File: src/rtl/erpt_pkg.sv
// shared constants, types and tables for the euler rigid point transform
`default_nettype none
package erpt_pkg;

    localparam int COORD_WIDTH_DEF  = 32;
    localparam int ANGLE_WIDTH_DEF  = 16;
    localparam int CORDIC_STEPS_DEF = 16;

    localparam int TABLE_LEN = 24;
    localparam int FRAC_BITS = 30;
    localparam int TRIG_W    = 32;
    localparam int ENTRY_W   = 33;
    localparam int Z_W       = 36;
    localparam int XY_W      = 34;
    localparam int PROD2_W   = 2 * TRIG_W;
    localparam int QUEUE_DEPTH = 2;
    localparam int NUM_OPS   = 14;

    localparam logic signed [TRIG_W-1:0] Q_ONE   = 32'sd1073741824;
    localparam logic signed [PROD2_W-1:0] Q_HALF = 64'sd536870912;
    localparam logic signed [Z_W-1:0] HALF_PI_Q  = 36'sd1686629713;
    localparam logic signed [Z_W-1:0] PI_Q       = 36'sd3373259426;
    localparam logic signed [XY_W-1:0] GAIN_Q    = 34'sd652032874;

    // register indexes
    localparam logic [2:0] REG_ANGLE_X = 3'd0;
    localparam logic [2:0] REG_ANGLE_Y = 3'd1;
    localparam logic [2:0] REG_ANGLE_Z = 3'd2;
    localparam logic [2:0] REG_SHIFT_X = 3'd3;
    localparam logic [2:0] REG_SHIFT_Y = 3'd4;
    localparam logic [2:0] REG_SHIFT_Z = 3'd5;

    // product sequence codes
    localparam logic [3:0] OP_SXSY  = 4'd0;
    localparam logic [3:0] OP_CXSY  = 4'd1;
    localparam logic [3:0] OP_CYCZ  = 4'd2;
    localparam logic [3:0] OP_CYSZ  = 4'd3;
    localparam logic [3:0] OP_SXCY  = 4'd4;
    localparam logic [3:0] OP_CXCY  = 4'd5;
    localparam logic [3:0] OP_SXSYCZ = 4'd6;
    localparam logic [3:0] OP_CXSZ  = 4'd7;
    localparam logic [3:0] OP_SXSYSZ = 4'd8;
    localparam logic [3:0] OP_CXCZ  = 4'd9;
    localparam logic [3:0] OP_CXSYCZ = 4'd10;
    localparam logic [3:0] OP_SXSZ  = 4'd11;
    localparam logic [3:0] OP_CXSYSZ = 4'd12;
    localparam logic [3:0] OP_SXCZ  = 4'd13;

    typedef enum logic [2:0] {
        CS_IDLE,
        CS_LOAD,
        CS_ROT,
        CS_MUL,
        CS_RND,
        CS_MATRIX
    } coef_state_t;

    typedef logic signed [ENTRY_W-1:0] entry_t;

    typedef struct packed {
        logic busy;
    } coef_status_t;

    function automatic logic signed [Z_W-1:0] atan_q30(input logic [4:0] idx);
        logic signed [Z_W-1:0] v;
        unique case (idx)
            5'd0:  v = 36'h03243F6A8;
            5'd1:  v = 36'h01DAC6705;
            5'd2:  v = 36'h00FADBAFC;
            5'd3:  v = 36'h007F56EA6;
            5'd4:  v = 36'h003FEAB76;
            5'd5:  v = 36'h001FFD55B;
            5'd6:  v = 36'h000FFFAAA;
            5'd7:  v = 36'h0007FFF55;
            5'd8:  v = 36'h0003FFFEA;
            5'd9:  v = 36'h0001FFFFD;
            5'd10: v = 36'h0000FFFFF;
            5'd11: v = 36'h00007FFFF;
            5'd12: v = 36'h00003FFFF;
            5'd13: v = 36'h00001FFFF;
            5'd14: v = 36'h00000FFFF;
            5'd15: v = 36'h000007FFF;
            5'd16: v = 36'h000003FFF;
            5'd17: v = 36'h000001FFF;
            5'd18: v = 36'h000000FFF;
            5'd19: v = 36'h0000007FF;
            5'd20: v = 36'h0000003FF;
            5'd21: v = 36'h0000001FF;
            5'd22: v = 36'h0000000FF;
            5'd23: v = 36'h00000007F;
            default: v = '0;
        endcase
        return v;
    endfunction

endpackage
`default_nettype wire

File: src/rtl/erpt_point_if.sv
// stream interface carrying input points
`default_nettype none
interface erpt_point_if #(
    parameter int COORD_WIDTH = 32
);
    logic valid;
    logic ready;
    logic signed [COORD_WIDTH-1:0] point_x;
    logic signed [COORD_WIDTH-1:0] point_y;
    logic signed [COORD_WIDTH-1:0] point_z;

    modport source (output valid, point_x, point_y, point_z, input ready);
    modport sink (input valid, point_x, point_y, point_z, output ready);
endinterface
`default_nettype wire

File: src/rtl/erpt_front.sv
// input side: accepts points into a short queue
`default_nettype none
module erpt_front #(
    parameter int COORD_WIDTH = erpt_pkg::COORD_WIDTH_DEF
) (
    input  wire logic                     clk,
    input  wire logic                     rst_n,
    erpt_point_if.sink                    point,
    input  erpt_pkg::coef_status_t        status,
    output logic                          q_valid,
    output logic [3*COORD_WIDTH-1:0]      q_data,
    input  wire logic                     q_pop
);
    import erpt_pkg::*;

    localparam int PTR_W = (QUEUE_DEPTH > 1) ? $clog2(QUEUE_DEPTH) : 1;
    localparam int CNT_W = $clog2(QUEUE_DEPTH + 1);

    logic [3*COORD_WIDTH-1:0] mem_reg [QUEUE_DEPTH];
    logic [PTR_W-1:0] wr_ptr_reg, rd_ptr_reg;
    logic [CNT_W-1:0] count_reg;
    logic push, pop;

    // new points wait while the matrix is being rebuilt
    assign point.ready = (count_reg != CNT_W'(QUEUE_DEPTH)) && !status.busy;
    assign push = point.valid && point.ready;
    assign pop  = q_pop && q_valid;
    assign q_valid = (count_reg != '0);
    assign q_data  = mem_reg[rd_ptr_reg];

    always_ff @(posedge clk or negedge rst_n)
    begin
        if (!rst_n)
        begin
            wr_ptr_reg <= '0;
            rd_ptr_reg <= '0;
            count_reg  <= '0;
        end
        else
        begin
            if (push)
            begin
                wr_ptr_reg <= (wr_ptr_reg == PTR_W'(QUEUE_DEPTH - 1)) ? '0 : wr_ptr_reg + 1'b1;
            end
            if (pop)
            begin
                rd_ptr_reg <= (rd_ptr_reg == PTR_W'(QUEUE_DEPTH - 1)) ? '0 : rd_ptr_reg + 1'b1;
            end
            count_reg <= count_reg + CNT_W'(push) - CNT_W'(pop);
        end
    end

    always_ff @(posedge clk)
    begin
        if (push)
        begin
            mem_reg[wr_ptr_reg] <= {point.point_x, point.point_y, point.point_z};
        end
    end

endmodule
`default_nettype wire

File: src/flat_wrapper.sv
// flat-port wrapper written by rule: the top's interface ports become plain ports
module erpt_front_flat import erpt_pkg::*;
#(
    parameter int COORD_WIDTH = erpt_pkg::COORD_WIDTH_DEF
)
  (clk, rst_n, status, q_valid, q_data, q_pop, point_valid, point_point_x, point_point_y, point_point_z, point_ready);
  erpt_point_if #(.COORD_WIDTH(COORD_WIDTH)) point_i ();
  input  wire logic clk;
  input  wire logic rst_n;
  input  erpt_pkg::coef_status_t status;
  output logic q_valid;
  output logic [3*COORD_WIDTH-1:0] q_data;
  input  wire logic q_pop;
  input wire logic [$bits(point_i.valid)-1:0] point_valid;
  input wire logic [$bits(point_i.point_x)-1:0] point_point_x;
  input wire logic [$bits(point_i.point_y)-1:0] point_point_y;
  input wire logic [$bits(point_i.point_z)-1:0] point_point_z;
  output wire logic [$bits(point_i.ready)-1:0] point_ready;
  assign point_i.valid = point_valid;
  assign point_i.point_x = point_point_x;
  assign point_i.point_y = point_point_y;
  assign point_i.point_z = point_point_z;
  assign point_ready = point_i.ready;
  erpt_front #(.COORD_WIDTH(COORD_WIDTH)) u_core (.clk(clk), .rst_n(rst_n), .point(point_i), .status(status), .q_valid(q_valid), .q_data(q_data), .q_pop(q_pop));
endmodule
File: config.mk
export PLATFORM = sky130hd
export DESIGN_NAME = erpt_front_flat
export DESIGN_NICKNAME = d
export VERILOG_FILES = /design/src/rtl/erpt_pkg.sv /design/src/rtl/erpt_point_if.sv /design/src/rtl/erpt_front.sv /design/src/flat_wrapper.sv
export SDC_FILE = /design/constraint.sdc
export NUM_CORES = 1
export LEC_CHECK = 0
export ABC_AREA = 1
export BUFFER_PORTS_ARGS = -buffer_cell sky130_fd_sc_hd__buf_2
export CAP_MARGIN = 40
export CORE_MARGIN = 5
export CORE_UTILIZATION = 47
export CTS_CLUSTER_SIZE = 25
export DETAILED_ROUTE_END_ITERATION = 8
export PLACE_DENSITY = 0.76
export RECOVER_POWER = 100
export SYNTH_ARGS = -nofsm -noshare
export SYNTH_HDL_FRONTEND = slang
export SYNTH_SLANG_ARGS = --single-unit
File: constraint.sdc
create_clock -name clk -period 4.63 [get_ports clk]
set_input_delay 0.2315 -clock clk [delete_from_list [all_inputs] [get_ports clk]]
set_output_delay 0.2315 -clock clk [all_outputs]
set_load 0.01 [all_outputs]
== Yosys cells after proc, flatten, opt, wreduce, memory -nomap -nowiden ==
Memory sizes are Yosys's and may differ from the RTL's.
Cells that the tools add are included.

* Register bits: 4
* Latch bits: 0
* RAM bits: 192
* Bits in read-only memories: 0
* Output and inout port bits: 98
* Logic and storage cells: 18
* Memories: 1

* Add/subtract/negate cells: 4
* Multiply operators: 0
* Divide/modulo/power cells: 0
* Magnitude comparators: 0
* Equal/unequal tests: 1
* Shift operators: 0
* Muxes and demuxes: 4
* Bitwise logic cells: 0
* Reduce and logical (&&, ||, !) cells: 5

{| class="wikitable"
|+ Memories
! memory !! words !! width !! read ports !! clocked after Yosys merged registers in !! wr ports !! RTL line !! RTL
|-
| u_core.mem_reg || 2 || 96 || 1 || 0 || 1 || erpt_front.sv:19 || <nowiki>logic [3*COORD_WIDTH-1:0] mem_reg [QUEUE_DEPTH];</nowiki>
|}

{| class="wikitable"
|+ Operators by type and width
! kind !! number
|-
| 1-bit 2-to-1 mux || 4
|-
| 1-bit logical AND || 3
|-
| 1-bit adder, second input constant || 2
|-
| 2-bit by 1-bit adder with 2-bit output || 1
|-
| 2-bit != test, second input constant || 1
|-
| 2-bit nonzero test || 1
|-
| 2-bit by 1-bit subtractor with 2-bit output || 1
|-
| 1-bit logical NOT || 1
|}

== Longest topological paths before layout ==
Gate-level depths: netlist of run 1.

* Depth in word-level cells: 5
* Depth in mapped cells: 10
* Mapped depth without buffers: 10

== Least setup slack after synthesis of run 1 ==
OpenSTA, ideal clock, no wires.

* Path type: reg-to-reg
* Start point: reg u_core.count_reg[1]
* End point: mem u_core.mem_reg[1][0] (netlist name), enable pin
* Library setup time: 0.552 ns
* Arrival: 4.576 ns
* Data required time: 4.078 ns
* Setup slack: -0.497 ns
* Cell stages (with the launch flop): 4
* Path buffers: 0
* Clock period less this slack: 5.127 ns
* Cell sequence: dfrtp_1 -> nand2_1 -> nand3_1 -> nor2_1

* Longest elaborated chain between the ends: 5

{| class="wikitable"
|+ Ends and longest elaborated chain
! what !! RTL line !! RTL
|-
| start, declared || erpt_front.sv:21 || <nowiki>logic [CNT_W-1:0] count_reg;</nowiki>
|-
| start signal, assigned || erpt_front.sv:49 || <nowiki>count_reg <= count_reg + CNT_W'(push) - CNT_W'(pop);</nowiki>
|-
| 2-bit != test || erpt_front.sv:25 || <nowiki>assign point.ready = (count_reg != CNT_W'(QUEUE_DEPTH)) && !status.busy;</nowiki>
|-
| 1-bit logical AND || erpt_front.sv:25 ||
|-
| 1-bit logical AND || erpt_front.sv:26 || <nowiki>assign push = point.valid && point.ready;</nowiki>
|-
| 1-bit 2-to-1 mux || erpt_front.sv:55 || <nowiki>if (push)</nowiki>
|-
| 1-bit 2-to-1 mux (implied by the code) || erpt_front.sv:57 || <nowiki>mem_reg[wr_ptr_reg] <= {point.point_x, point.point_y, point.point_z};</nowiki>
|-
| end, declared || erpt_front.sv:19 ||
|}

No other way between the ends.

== Final worst setup path of run 1 ==
* Start point: reg u_core.count_reg[0]
* End point: mem u_core.mem_reg[1][32] (netlist name), enable pin

The elaborated chain is that of the path after synthesis.

==> metrics.yaml, run 1 <==
global_route:
  grt_pass1_vias: 5297
  grt_antenna_before_repair: 0
  grt_pass1_wl_um: 26490
  grt_max_degree: 65
  track_usage_pct: 19.03
  grt_overflow: 0
synth:
  synth-seq-cells: 196
  synth_cells: 536
  avgSynthCellArea_um2: 13.49
  synth_nets: 639
  yosysSeqAreaShare_pct: 81.09
  ys.warnings.count: 0
  synth_area_um2: 7233
  ys_types: 13
routing:
  viasPerCell: 4.860
  drtIter0Drc: 315
  num_vias: 5035
  drt-pass1-iter-count: 4
  wl_um: 16630
  drtAntennaViolNets: 0
  drc: 0
  routedWlPerCell_um: 16.05
setup_path:
  slowest_delay_ns: 1.32
  cp_max_fo: 33
  worstPathArrival_ns: 3.28
  regToRegStartpoint: "u_core.count_reg[0]"
  criticalPathCategory: "flip-flop to flip-flop"
  worstSetupEndpointType: "flip-flop"
  crit_required_ns: 4.68
  rrSetupSlack_ns: 1.40
  reg2reg_depth: 5
  start_kind: "flip-flop"
  regToRegEndpoint: "u_core.mem_reg[1][32]"
  critPathSlowestCell: "nor2_1"
  crit_chain: "inv_1 -> nand2_1 -> nand3_1 -> nor2_1 -> clkbuf_2"
cts:
  clk_path_buf_depth: 2
  cts_root_buf: "clkbuf_16"
  cts_buffers: 17
  cts_resized: 0
  cts.sinks: 196
  cts_tree: "yes"
  clock_latency_ns: 0.43
  path_clk_slew_ns: 0.07
  cts.hold.buffers_added: 97
  htree_levels: 4
  post-cts-setup-buffers: 0
sta:
  setup_viol: 0
  holdWs_ns: 0.07868
  hold_viol: 0
  setup_slack_ns: 1.397
  finalCritPeriodShare_pct: 69.84
  fmax_ghz: 0.3093
  fin_setup_tns_ns: 0
  grt_setup_unrepaired: "no"
  period_needed_ns: 3.233
  skew_ns: 0.01040
  drv_slew: 54
  slew_headroom_pct: -17.94
  worst_slew_pin_slew_ns: 1.769
finish:
  final_cell_mix: "nand2_1, edfxtp_1, clkbuf_1"
  fin_cells: 1036
  utilization_pct: 64.29
  fillCellCount: 1146
  fin_area_um2: 9737
  largest_reg_flops: 192
  num_antenna_cells: 0
  multi_input_area_um2: 1181
  ff_latch_area_um2: 5869
  final_common_cell: "nand2_1"
  syn_to_final_growth_pct: 34.61
  nNetsFinal: 938
  layout-drive-gt1-share_pct: 6.604
placement:
  place_ws_ns: 2.364
  place_area_um2: 8413
  numPlacedInstances: 907
  port_buffers: 198
  gp_congestion: 0.7935
  dpl.hpwl_um: 9793
pwr:
  p_comb_share_pct: 29.4
  power_frac_seq_pct: 43.0
  ir_worst_vdd_uv: 429.8
  cellPowerDensity_nw_per_um2: 541.5
  power_mw: 5.273
  p_sw_mw: 1.762
  intPower_mw: 3.510
  p_leak_nw: 3.787
  switching_share_pct: 33.43
  p_clk_share_pct: 27.6
status:
  violations: "max-capacitance violations, max-slew violations"
  status: "finished with violations"
min_path:
  min_from: "q_pop"
  min_path_cells: 3
  min_to: "u_core.rd_ptr_reg"
  min_path_type: "input port to flip-flop"
floorplan:
  initial_core_util_pct: 47.76
  pin_count: 199
  dieArea_um2: 17970
  core_area_um2: 15150
  dieWidth_um: 134.1
  die_y_um: 134.1
  row_count: 45
run:
  maxCapViolCount: 2
## synthesized netlist by cell type (all sizes together)
cell type	number	area, µm²
buf	21	142.6
inv	11	43.80
nand2	300	1126
a21oi	1	5.000
nor2	1	3.750
ha	2	25.02
dfrtp	4	100.1
nand3	3	15.01
nand4	1	6.260
edfxtp	192	5766
## final cells by class
cell class | count | area share (%)
Clock buffer | 17 | 4.369
Sequential cell | 196 | 60.28
Tap cell | 188 | 2.416
Timing Repair Buffer | 301 | 18.65
Multi-Input combinational cell | 308 | 12.13
Inverter | 11 | 0.4755
Clock inverter | 15 | 1.683
## kinds of logic (layout without fill, tap and decap cells)
kind of cell / after synthesis / after routing / share of synthesized area [%]
buffers and inverters: 32 / 344 / 2.578
AOI/OAI and AO/OA: 1 / 1 / 0.06913
and+or+nand+nor: 305 / 305 / 15.91
adders and majority gates: 2 / 2 / 0.3459
DFF: 196 / 196 / 81.09
## metal layers
metal  part of all wire (%)  track usage (%)  wire (µm)
met1                     38            21.51       6346
met2                     51            33.86       8564
met3                    7.6            5.476       1263
met4                    2.8            7.975        458
met5                      0                0          0
## power by group through the flow
stage               registers, mW  clock network, mW  logic [mW]
finish                       2.27               1.46        1.55
global route                 2.28               1.57        1.72
CTS                          2.26               1.48        1.65
detailed placement           2.30                  0        1.58
global placement             2.29                  0        1.51
floorplan                    2.30                  0       0.957
## worst max-delay path: cells and delay by family, from the launching register on
| family | cells | cell delay [ns] |
|---|---|---|
| buf+inv | 2 | 0.96 |
| flops | 1 | 0.32 |
| simple gates | 3 | 1.54 |
## worst max-delay path by stage
stage | from | end
after floorplan | u_core.count_reg[1] | u_core.mem_reg[1][0]
after global placement | u_core.wr_ptr_reg | u_core.mem_reg[0][36]
after detailed placement | u_core.wr_ptr_reg | u_core.mem_reg[0][43]
after CTS | u_core.wr_ptr_reg | u_core.mem_reg[0][43]
after global routing | u_core.count_reg[0] | u_core.mem_reg[1][32]
final | u_core.count_reg[0] | u_core.mem_reg[1][32]
Power figures use the tool's default switching activity.
==> run 2, diff against run 1 <==
Settings changed: CORE_UTILIZATION 47 to 51, PLACE_DENSITY 0.76 to 0.78.
Clock period 4.63 ns to 3.05 ns, I/O delays scaled along.
==> metrics.yaml, run 2 (synthesis gave the netlist of run 1 again) <==
cts:
  cts_resized: 0  # unchanged
  cts_root_buf: "clkbuf_16"  # unchanged
  cts_buffers: 17  # unchanged
  clk_path_buf_depth: 2  # unchanged
  path_clk_slew_ns: 0.06  # was 0.07 ns
  cts.sinks: 196  # unchanged
  htree_levels: 4  # unchanged
  cts.hold.buffers_added: 98  # was 97
  clock_latency_ns: 0.43  # about the same
  cts_tree: "yes"  # unchanged
  post-cts-setup-buffers: 0  # unchanged
status:
  status: "complete, no violations"  # was finished with violations
floorplan:
  dieWidth_um: 129.1  # was 134.1 µm
  row_count: 43  # was 45
  core_area_um2: 13880  # was 15150 µm²
  dieArea_um2: 16660  # was 17970 µm²
  die_y_um: 129.1  # was 134.1 µm
  initial_core_util_pct: 52.11  # was 47.76%
  pin_count: 199  # unchanged
placement:
  gp_congestion: 0.7802  # was 0.7935
  place_area_um2: 8426  # was 8413 µm²
  dpl.hpwl_um: 9935  # was 9793 µm
  numPlacedInstances: 901  # was 907
  place_ws_ns: 1.045  # was 2.364 ns
  port_buffers: 198  # unchanged
min_path:
  min_path_type: "input port to flip-flop"  # unchanged
  min_path_cells: 3  # unchanged
  min_to: "u_core.wr_ptr_reg"  # was u_core.rd_ptr_reg
  min_from: "point_valid"  # was q_pop
setup_path:
  regToRegEndpoint: "u_core.mem_reg[0][21]"  # was u_core.mem_reg[1][32]
  critPathSlowestCell: "clkbuf_2"  # was nor2_1
  regToRegStartpoint: "u_core.wr_ptr_reg"  # was u_core.count_reg[0]
  cp_max_fo: 51  # was 33
  criticalPathCategory: "flip-flop to primary output"  # was flip-flop to flip-flop
  slowest_delay_ns: 0.75  # was 1.32 ns
  crit_chain: "clkbuf_2 -> buf_12 -> nand2_1 -> nand2_1 -> clkbuf_1"  # was inv_1 -> nand2_1 -> nand3_1 -> nor2_1 -> clkbuf_2
  worstSetupEndpointType: "primary output"  # was flip-flop
  critical_path.top_delay_family: "buffers and inverters"  # was simple AND/OR/NAND/NOR gates
  crit_required_ns: 2.90  # was 4.68 ns
  reg2reg_depth: 4  # was 5
  critPathBufInv: 3  # was 2
  rrSetupSlack_ns: 0.68  # was 1.40 ns
  start_kind: "flip-flop"  # unchanged
  critPathMostFrequentCell: "nand2_1"
  worstPathArrival_ns: 2.34  # was 3.28 ns
finish:
  fin_area_um2: 9743  # was 9737 µm²
  final_common_cell: "nand2_1"  # unchanged
  ff_latch_area_um2: 5869  # unchanged
  num_antenna_cells: 0  # unchanged
  largest_reg_flops: 192  # unchanged
  layout-drive-gt1-share_pct: 8.108  # was 6.604%
  fin_cells: 1031  # was 1036
  nNetsFinal: 941  # was 938
  fillCellCount: 992  # was 1146
  syn_to_final_growth_pct: 34.70  # was 34.61%
  multi_input_area_um2: 1189  # was 1181 µm²
  final_cell_mix: "nand2_1, edfxtp_1, clkbuf_1"  # unchanged
sta:
  worst_slew_pin_slew_ns: 1.065  # was 1.769 ns
  hold_viol: 0  # unchanged
  setup_viol: 0  # unchanged
  drv_slew: 0  # was 54
  slew_headroom_pct: 28.90  # was -17.94%
  period_needed_ns: 2.488
  fmax_ghz: 0.4020
  finalCritPeriodShare_pct: 81.57
  skew_ns: 0.009777  # was 0.01040 ns
  fin_setup_tns_ns: 0  # unchanged
  setup_slack_ns: 0.5623  # was 1.397 ns
  grt_setup_unrepaired: "no"  # unchanged
global_route:
  grt_max_degree: 75  # was 65
  grt_overflow: 0  # unchanged
  grt_pass1_vias: 5276  # was 5297
  grt_pass1_wl_um: 26500  # was 26490 µm
  track_usage_pct: 21.25  # was 19.03%
  grt_antenna_before_repair: 0  # unchanged
routing:
  num_vias: 5044  # was 5035
  viasPerCell: 4.892  # was 4.860
  wl_um: 17110  # was 16630 µm
  drt-pass1-iter-count: 5  # was 4
  drtIter0Drc: 350  # was 315
  drtAntennaViolNets: 0  # unchanged
  routedWlPerCell_um: 16.60  # was 16.05 µm
  drc: 0  # unchanged
pwr:
  p_clk_share_pct: 26.9  # was 27.6%
  intPower_mw: 5.253  # was 3.510 mW
  p_comb_share_pct: 29.8  # was 29.4%
  power_frac_seq_pct: 43.3  # was 43.0%
  cellPowerDensity_nw_per_um2: 814.8  # was 541.5 nW/µm²
  switching_share_pct: 33.83  # was 33.43%
  power_mw: 7.939  # was 5.273 mW
  ir_worst_vdd_uv: 564.1  # was 429.8 µV
  p_sw_mw: 2.685  # was 1.762 mW
  p_leak_nw: 3.805  # was 3.787 nW
run:
  maxCapViolCount: 0  # was 2
==> run 2: cell types whose count changed in the layout (fill, tap and decap cells not counted), sizes merged <==
cell	before	now
inv	12	11
clkbuf	197	196
dlygate4sd3	97	98
bufinv	3	2
clkinv	11	9
buf	24	27
clkinvlp	0	4
==> run 2: worst min-delay path, delay by kind of cell <==
| family | cells | cell delay [ns] |
|---|---|---|
| buffers and inverters | 1 | 0.11 |
| AND/OR/NAND/NOR | 2 | 0.18 |
==> run 2: how the worst max path moves through the flow <==
| stage | start | slack, ns | end | cells after the start |
|---|---|---|---|---|
| floorplan | u_core.wr_ptr_reg | 0.14 | u_core.mem_reg[0][0] | 3 |
| global placement | u_core.count_reg[1] | 1.12 | u_core.mem_reg[1][51] | 4 |
| detailed placement | u_core.count_reg[0] | 1.04 | u_core.mem_reg[1][51] | 5 |
| CTS | u_core.rd_ptr_reg | 0.90 | q_data[59] | 5 |
| global route | u_core.rd_ptr_reg | 0.39 | q_data[86] | 5 |
| finish | u_core.rd_ptr_reg | 0.56 | q_data[69] | 5 |
==> run 2: power groups by stage <==
stage	registers [mW]	logic [mW]	clock network, mW
finish	3.44	2.37	2.13
global placement	3.47	2.30	0
global route	3.46	2.65	2.29
CTS	3.43	2.52	2.15
detailed placement	3.49	2.41	0
floorplan	3.48	1.46	0
==> run 2: layer usage <==
layer / part of all wire (%) / GRT usage, %
met2: 53 / 38.05
met3: 7.2 / 5.317
met5: 0 / 0
met4: 2.5 / 8.956
met1: 37 / 24.27
==> run 2: cell type report <==
type / count / area share [%]
inverters: 11 / 0.4495
clock inverters: 15 / 1.451
multi-input cells: 308 / 12.20
flip-flops and latches: 196 / 60.24
repair buffers: 304 / 18.98
well taps: 180 / 2.312
clock buffers: 17 / 4.366
==> run 2: stage by stage <==
step,hold WS (ns),util [%]
after global routing,0.07310,70.19
final,0.06114,70.19
after detailed placement,-0.03657,60.70
after floorplan,-0.1431,-
after CTS,0.04546,71.85
after global placement,-0.03632,60.36
==> run 3, diff against run 2 <==
Settings changed: CORE_UTILIZATION 51 to 47, PLACE_DENSITY 0.78 to 0.76.
Clock period 3.05 ns to 2.2 ns, I/O delays scaled along.
==> metrics.yaml, run 3 (synthesis gave the netlist of run 1 again) <==
status:
  status: "complete, no violations"  # unchanged
floorplan:
  dieArea_um2: 17970  # was 16660 µm²
  pin_count: 199  # unchanged
  dieWidth_um: 134.1  # was 129.1 µm
  row_count: 45  # was 43
  die_y_um: 134.1  # was 129.1 µm
  initial_core_util_pct: 47.76  # was 52.11%
  core_area_um2: 15150  # was 13880 µm²
sta:
  skew_ns: 0.009153  # was 0.009777 ns
  grt_setup_unrepaired: "no"  # unchanged
  worst_slew_pin_slew_ns: 0.7700  # was 1.065 ns
  period_needed_ns: 1.923
  slew_headroom_pct: 48.67  # was 28.90%
  drv_slew: 0  # unchanged
  finalCritPeriodShare_pct: 87.43
  fmax_ghz: 0.5199
  setup_viol: 0  # unchanged
  fin_setup_tns_ns: 0  # unchanged
  hold_viol: 0  # unchanged
routing:
  drtIter0Drc: 246  # was 350
  drtAntennaViolNets: 0  # unchanged
  routedWlPerCell_um: 16.35  # was 16.60 µm
  wl_um: 16970  # was 17110 µm
  viasPerCell: 4.829  # was 4.892
  drc: 0  # unchanged
  num_vias: 5012  # was 5044
  drt-pass1-iter-count: 4  # was 5
global_route:
  grt_max_degree: 98  # was 75
  grt_antenna_before_repair: 0  # unchanged
  grt_overflow: 0  # unchanged
  grt_pass1_wl_um: 26720  # was 26500 µm
  grt_pass1_vias: 5332  # was 5276
  track_usage_pct: 19.07  # was 21.25%
setup_path:
  cp_max_fo: 40  # was 51
  crit_required_ns: 2.09  # was 2.90 ns
  worstPathArrival_ns: 1.81  # was 2.34 ns
  worstSetupEndpointType: "primary output"  # unchanged
  start_kind: "flip-flop"  # unchanged
  criticalPathCategory: "flip-flop to primary output"  # unchanged
  rrSetupSlack_ns: 0.38  # was 0.68 ns
pwr:
  power_mw: 11.40  # was 7.939 mW
  p_comb_share_pct: 28.6  # was 29.8%
  cellPowerDensity_nw_per_um2: 1161  # was 814.8 nW/µm²
  p_clk_share_pct: 29.6  # was 26.9%
  switching_share_pct: 32.84  # was 33.83%
  p_leak_nw: 3.826  # was 3.805 nW
  ir_worst_vdd_uv: 680.5  # was 564.1 µV
  intPower_mw: 7.658  # was 5.253 mW
  power_frac_seq_pct: 41.9  # was 43.3%
  p_sw_mw: 3.744  # was 2.685 mW
placement:
  gp_congestion: 0.7790  # was 0.7802
  port_buffers: 198  # unchanged
  dpl.hpwl_um: 9786  # was 9935 µm
  numPlacedInstances: 908  # was 901
finish:
  largest_reg_flops: 192  # unchanged
  utilization_pct: 64.85  # was 70.19%
  final_common_cell: "nand2_1"  # unchanged
  fin_cells: 1038  # was 1031
  syn_to_final_growth_pct: 35.79  # was 34.70%
  layout-drive-gt1-share_pct: 7.294  # was 8.108%
  final_cell_mix: "nand2_1, edfxtp_1, clkbuf_1"  # unchanged
  num_antenna_cells: 0  # unchanged
  fillCellCount: 1144  # was 992
  nNetsFinal: 940  # was 941
cts:
  cts_root_buf: "clkbuf_16"  # unchanged
  cts_tree: "yes"  # unchanged
  clock_latency_ns: 0.43  # about the same
  post-cts-setup-buffers: 0  # unchanged
  cts_buffers: 17  # unchanged
  htree_levels: 4  # unchanged
  cts_resized: 0  # unchanged
  path_clk_slew_ns: 0.06  # about the same
  clk_path_buf_depth: 2  # unchanged
  cts.hold.buffers_added: 98  # unchanged
  cts.sinks: 196  # unchanged
run:
  maxCapViolCount: 0  # unchanged
min_path:
  min_path_type: "input port to flip-flop"  # unchanged
## run 3: cell types whose count changed in the layout (fill, tap and decap cells not counted), sizes merged
cell and change:
inv +4, clkbuf +1, clkinv -5, bufinv +3, buf -2, clkinvlp -2
## run 3: metrics by stage
step	setup slack, ns	area (µm²)	hold slack (ns)
after floorplan	-0.2460	7252	-0.1856
after global placement	0.7516	8479	-0.06467
after detailed placement	0.7201	8479	-0.06408
after CTS	0.2566	10110	0.01489
after global routing	0.1483	9822	0.03200
final	0.2765	9822	0.006707
## run 3: power by group through the flow
stage	Clock, mW	Sequential (mW)	Combinational (mW)
6_report	3.37	4.78	3.26
3_3_place_gp	0	4.82	3.32
3_5_place_dp	0	4.85	3.38
4_1_cts	3.42	4.76	3.52
2_1_floorplan	0	4.82	2.03
5_1_grt	3.59	4.81	3.62
## run 3: final cells by class
cell class                      instances  area (µm²)  share of cell area [%]
Clock buffer                           17       425.4                   4.331
Clock inverter                         15       224.0                   2.280
Inverter                               11       45.04                  0.4586
Multi-Input combinational cell        308        1181                   12.03
Sequential cell                       196        5869                   59.76
Tap cell                              188       235.2                   2.395
Timing Repair Buffer                  303        1842                   18.75
## run 3: routing by layer
metal	routed length, µm	vias to the layer above	global-route usage (%)
li1	-	2404	-
met1	6788	2362	22.73
met2	8470	225	32.99
met3	1486	21	6.564
met4	227	0	5.656
met5	0	-	0
## run 3: final timing paths
path | start | depth (start not counted) | endpoint
worst max-delay path | u_core.rd_ptr_reg | 5 | q_data[89]
worst min-delay path | point_valid | 3 | u_core.wr_ptr_reg
worst max register to register | u_core.count_reg[1] | 4 | u_core.mem_reg[1][25]
worst min register to register | u_core.wr_ptr_reg | 2 | u_core.wr_ptr_reg
max in group asynchronous | rst_n | 2 | u_core.rd_ptr_reg
min in group asynchronous | rst_n | 2 | u_core.count_reg[0]
## run 3: critical path, cell delays in order, from the launching register on
cell and delay [ns]:
dfrtp_4 0.50, inv_4 0.28, buf_12 0.26, nand2_1 0.07, nand2_1 0.10, clkbuf_1 0.17
